[src/rtl/core/swmc_pkg.sv]
// ----------------------------------------------------------------------------
// Sliding window max count: package
// Widths, cell control bundle and sequencer states.
// ----------------------------------------------------------------------------
`default_nettype none

package swmc_pkg;

  localparam int TIME_W    = 32;
  localparam int CNT_W     = 11;
  localparam int S_TDATA_W = 32;
  localparam int M_TDATA_W = 24;

  typedef struct packed {
    logic clear;
    logic shift;
    logic push;
  } cell_ctrl_t;

  typedef enum logic {
    ST_IDLE,
    ST_PROC
  } state_e;

endpackage

`default_nettype wire

[src/rtl/core/swmc_cell.sv]
// ----------------------------------------------------------------------------
// Sliding window max count: window cell
// One slot of the timestamp queue; shifts toward the head on a pop.
// ----------------------------------------------------------------------------
`default_nettype none

module swmc_cell (
  input  logic                             clk_i,
  input  logic                             rst_ni,
  input  swmc_pkg::cell_ctrl_t             ctrl_i,
  input  logic [swmc_pkg::TIME_W-1:0]      new_time_i,
  input  logic                             prev_valid_i,
  input  logic                             nb_valid_i,
  input  logic [swmc_pkg::TIME_W-1:0]      nb_time_i,
  output logic                             valid_o,
  output logic [swmc_pkg::TIME_W-1:0]      time_o
);

  logic                        valid_q, valid_d;
  logic [swmc_pkg::TIME_W-1:0] time_q, time_d;

  always_comb begin
    valid_d = valid_q;
    time_d  = time_q;
    if (ctrl_i.clear) begin
      valid_d = 1'b0;
    end else if (ctrl_i.shift) begin
      // last occupied slot takes the new beat when pop and push coincide
      if (ctrl_i.push && valid_q && !nb_valid_i) begin
        valid_d = 1'b1;
        time_d  = new_time_i;
      end else begin
        valid_d = nb_valid_i;
        time_d  = nb_time_i;
      end
    end else if (ctrl_i.push && !valid_q && prev_valid_i) begin
      valid_d = 1'b1;
      time_d  = new_time_i;
    end
  end

  always_ff @(posedge clk_i or negedge rst_ni) begin
    if (!rst_ni) begin
      valid_q <= 1'b0;
    end else begin
      valid_q <= valid_d;
    end
  end

  always_ff @(posedge clk_i) begin
    time_q <= time_d;
  end

  assign valid_o = valid_q;
  assign time_o  = time_q;

endmodule

`default_nettype wire

[config.mk]
export PLATFORM = sky130hd
export DESIGN_NAME = swmc_cell
export DESIGN_NICKNAME = d
export VERILOG_FILES = /design/src/rtl/core/swmc_pkg.sv /design/src/rtl/core/swmc_cell.sv
export SDC_FILE = /design/constraint.sdc
export NUM_CORES = 1
export LEC_CHECK = 0
export ABC_AREA = 1
export BUFFER_PORTS_ARGS = -buffer_cell sky130_fd_sc_hd__buf_2
export CAP_MARGIN = 30
export CORE_MARGIN = 3
export CORE_UTILIZATION = 37
export DETAILED_ROUTE_END_ITERATION = 16
export PLACE_DENSITY_LB_ADDON = 0.3
export REMOVE_ABC_BUFFERS = 1
export SYNTH_ARGS = -nofsm -noshare
export SYNTH_HDL_FRONTEND = slang
export SYNTH_SLANG_ARGS = --single-unit
[constraint.sdc]
create_clock -name clk_i -period 2.6 [get_ports clk_i]
set_input_delay 0.26 -clock clk_i [delete_from_list [all_inputs] [get_ports clk_i]]
set_output_delay 0.26 -clock clk_i [all_outputs]
set_load 0.005 [all_outputs]
Word level (Yosys, flattened, before mapping)
Cells that the tools add are included.

storage, ports and cells
  register bits = 33
  bits of input ports = 71
  output and inout port bits = 33
  word-level logic and storage cells = 19

operators by class
  mux-type cells = 7
  bitwise gates (word level) = 1
  reductions and logical operators = 9

operators with widths
  operator             count
  two-way mux 32 bit   3
  logical AND 1 bit    4
  two-way mux 1 bit    4
  nonzero test 3 bit   1
  zero test 1 bit      2
  AND reduction 2 bit  1
  nonzero test 2 bit   1
  inverter 1 bit       1

Logic depth before layout (Yosys ltp)
  word-level depth = 6
  gate-level depth with buffers = 6
  gate-level depth less buffers = 5

Least setup slack after synthesis
OpenSTA, ideal clock, no wires.

  path type = register to register
  start = register valid_q, in the netlist valid_o
  end = register time_q (netlist bit time_o[0]) (enable)
  library setup time = 0.432 ns
  data arrival time = 2.146 ns
  required time = 2.168 ns
  path slack = 0.022 ns
  stages on the path, launching flop included = 4
  buffers on the path = 0
  clock period less this slack = 2.578 ns
  cells stage by stage = dfrtp_1 inv_1 nand3_1 a21oi_1

between the ends
  word-level cells in the longest chain between the ends = 5

ends and longest elaborated chain
  element                         RTL line         RTL
  start, declared                 swmc_cell.sv:19  logic valid_q, valid_d;
  start signal, assigned          swmc_cell.sv:46  valid_q <= valid_d;
  zero test 1 bit                 swmc_cell.sv:36  end else if (ctrl_i.push && !valid_q && prev_valid_i) begin
  logical AND 1 bit (2 in a row)  swmc_cell.sv:36
  nonzero test 2 bit (no line)    -
  AND reduction 2 bit (no line)   -
  end signal, assigned            swmc_cell.sv:51  time_q <= time_d;
  end, declared                   swmc_cell.sv:20  logic [swmc_pkg::TIME_W-1:0] time_q, time_d;

No other way between the ends.
A chain may end at the register's enable or synchronous reset.

Worst setup path in the final report
  start = register valid_q, in the netlist valid_o
  end = register time_q (netlist bit time_o[28]) (enable)

Same word-level chain as after synthesis.

==> out/qor.csv <==
stage;metric;value;unit
pwr;Int Pwr;0.897;mW
routing;DRC viols;0;
timing;Max Slew Vio Count;0;
timing;Worst Slack Setup Final;0.868;ns
timing;Tmin final;1.73;ns
timing;Clock Skew;0.00195;ns
layout;Design Area, Final;0.00215;mm2
timing;setup TNS;0;ns
clock_tree;H-tree levels;2;
clock_tree;TritonCTS buffer count;5;
routing;1st-iter DRT viols;38;
layout;post-layout util;0.563;
pwr;Clk pwr share;0.290;
setup_path;critical path class;flop to flop;
synthesis;mux cell area share after synthesis;0;
min_path;worst min path class;input pin to flop;
routing;average wire per standard cell;11.9;um
clock_tree;Clock Root Buffer;clkbuf_8;
setup_path;Crit path max-delay family;compound AO/OA/AOI/OAI gates;
synthesis;XOR/XNOR share of the synthesized area;0;
pwr;Max VDD drop;0.235;mV
synthesis;synthesized area per cell;9.99;um2
setup_path;crit start category;flop;
synthesis;adder-cell share of the synthesized area;0;
synthesis;Syn. warnings;0;
layout;fill count;353;
clock_tree;post-CTS setup repair buffer count;0;
placed_design;post-place setup slack;0.824;ns
pwr;P_leak;1.10;nW
placed_design;DP HPWL;2.73;mm
synthesis;Netlist cell types;10;
setup_path;CP max stage delay;0.48;ns
floorplanning;Die Width;70.3;um
pwr;sequential share of power;0.551;
job;max-cap violation count;0;
timing;Worst-Margin Slew;0.530;ns
pwr;sw frac;0.226;
global_routing;vias in the first global route;1250;
synthesis;top-count cell post-synth;nand2_1;
setup_path;CP Data Arrival Time;1.70;ns
setup_path;Cell Chain, Critical Path;inv_1 > nand3_1 > a21oi_4 > buf_4;
setup_path;worst-path maximum fanout;17;
routing;DRT Wirelength;3.62;mm
pwr;Comb pwr share;0.160;
routing;vias per cell;4.51;
clock_tree;clock slew at reported path FFs;0.06;ns
global_routing;first-pass GRT wire length;5.81;mm
floorplanning;row count;22;
routing;Via Count;1376;
routing;First-pass DRT Iterations;4;
synthesis;Async SR Flop Fraction;0.0303;
synthesis;Compound-Gate Fraction of Synth Area;0.00328;
setup_path;CP bufs+invs;2;
pwr;P per Cell Area;538;mW/mm2
placed_design;placed cell area;0.00207;mm2
placed_design;GP Congestion;0.706;
timing;relative slew slack;0.646;
layout;# diodes;0;
layout;layout cells sized above 1;0.444;
clock_tree;maximum clock path buffer count;2;
synthesis;sequential area share after synthesis;0.645;
timing;Max Freq;577;MHz
clock_tree;CTS tree;done;
layout;non-filler cells in the finished layout;305;
floorplanning;IO Pins;104;
synthesis;Synth Flop Type;edfxtp_1;
placed_design;port buffer count;103;
clock_tree;TritonCTS Sinks;33;
layout;layout net count;328;
global_routing;global route total overflow;0;
synthesis;Synth Cell Area;0.00153;mm2
synthesis;Post-Synthesis Cells;153;
timing;RSZ-0062 raised after global routing;no;
timing;endpoints failing setup;0;
global_routing;Tot GR Track Use;0.152;
pwr;Power, Total;1.16;mW
synthesis;share of the synthesized area in the top cell type;0.629;
floorplanning;Die Ht;70.3;um
global_routing;antenna violations before repair;0;
synthesis;most common library cells after synthesis;67 x nand2_1, 36 x nand3_1, 32 x edfxtp_1;
global_routing;largest net degree at the start of global routing;35;
floorplanning;Die ar.;0.00494;mm2
timing;Fin. Hold Viols;0;
synthesis;Simple-Gate Fraction of Synth Area;0.296;
setup_path;Data required, critical path;2.57;ns
timing;Final Cycle Share;0.666;
floorplanning;initial core utilization;0.399;
synthesis;largest family of logic cells by synthesized area;simple AND/OR/NAND/NOR gates;
floorplanning;core area;0.00383;mm2
layout;Synth-to-Final Area Change;41.0;%
status;outcome;finished, final reports clean;
timing;hold slack;0.249;ns
placed_design;DP Cell Count;297;
synthesis;dominant cells by area after synthesis;edfxtp_1 63%, nand2_1 16%, nand3_1 12%;
clock_tree;Skew-Pair Late Insertion Delay;0.27;ns
synthesis;EDFF count, synth;32;
pwr;P_sw;0.262;mW
synthesis;Synth Register Bits;33;
synthesis;largest area contributor in the netlist;edfxtp_1;
setup_path;cell at the slowest stage of the critical path;a21oi_4;
routing;ANT nets after route;0;
setup_path;Setup crit end kind;flop;
==> routing by layer <==
layer / track usage / routed length, um / up-vias
met5: 0 / 0 / -
met4: 0.0511 / 42 / 0
met3: 0.0691 / 436 / 7
met2: 0.237 / 1590 / 83
met1: 0.186 / 1550 / 563
li1: - / - / 723
==> layout by cell type (no fill, tap or decap) <==
master         count
a21oi_4            1
buf_2            103
buf_4              3
clkbuf_1           1
clkbuf_8           5
clkinv_1           1
dfrtp_1            1
dlygate4sd3_1      1
edfxtp_1          32
inv_1              4
nand2_1           67
nand2_4            1
nand3_1           36
nand3_2            1
==> flip-flops by register name, summed over array words and instances (netlist names) <==
register  cells
valid_o       1
time_o       32
==> power groups by stage <==
stage	sequential [mW]	combinational (mW)	clock, mW
2_1_floorplan	0.656	0.0667	0
3_3_place_gp	0.648	0.185	0
3_5_place_dp	0.649	0.188	0
4_1_cts	0.639	0.189	0.347
5_1_grt	0.641	0.213	0.375
6_report	0.638	0.185	0.336
==> worst register-to-register path, cell delays in order (launching register included) <==
cell,delay (ns)
dfrtp_1,0.42
inv_1,0.07
nand3_1,0.12
a21oi_4,0.48
buf_4,0.34
==> final cells by class <==
| type | instances | area, um2 | area share |
|---|---|---|---|
| timing repair buffer | 107 | 548 | 0.254 |
| sequential | 33 | 986 | 0.458 |
| clock buffer | 6 | 72.6 | 0.0337 |
| inverter | 4 | 15.0 | 0.00697 |
| multi-input combinational | 106 | 469 | 0.218 |
| tap | 48 | 60.1 | 0.0279 |
| clock inverter | 1 | 3.75 | 0.00174 |
==> timing repair <==
| item | in CTS | in global routing |
|---|---|---|
| gates resized for setup | 0 | 0 |
| hold buffers | 1 | 0 |
| endpoints found under the hold margin | 1 | 0 |
==> worst paths after layout <==
| kind | startpoint | to | slack (ns) | depth (start not counted) |
|---|---|---|---|---|
| max | valid_o | time_o[28] | 0.87 | 4 |
| min | new_time_i[24] | time_o[24] | 0.25 | 3 |
| max reg2reg | valid_o | time_o[28] | 0.87 | 4 |
| min reg2reg | valid_o | valid_o | 0.61 | 2 |
| max in group asynchronous | rst_ni | valid_o | 2.22 | 2 |
| min in group asynchronous | rst_ni | valid_o | 0.30 | 2 |
==> kinds of logic (layout without fill, tap and decap cells) <==
family	Yosys count	in the layout
DFF	33	33
and+or+nand+nor	105	105
AOI/OAI and AO/OA	1	1
buffers and inverters	14	118
Power figures use the tool's default switching activity.
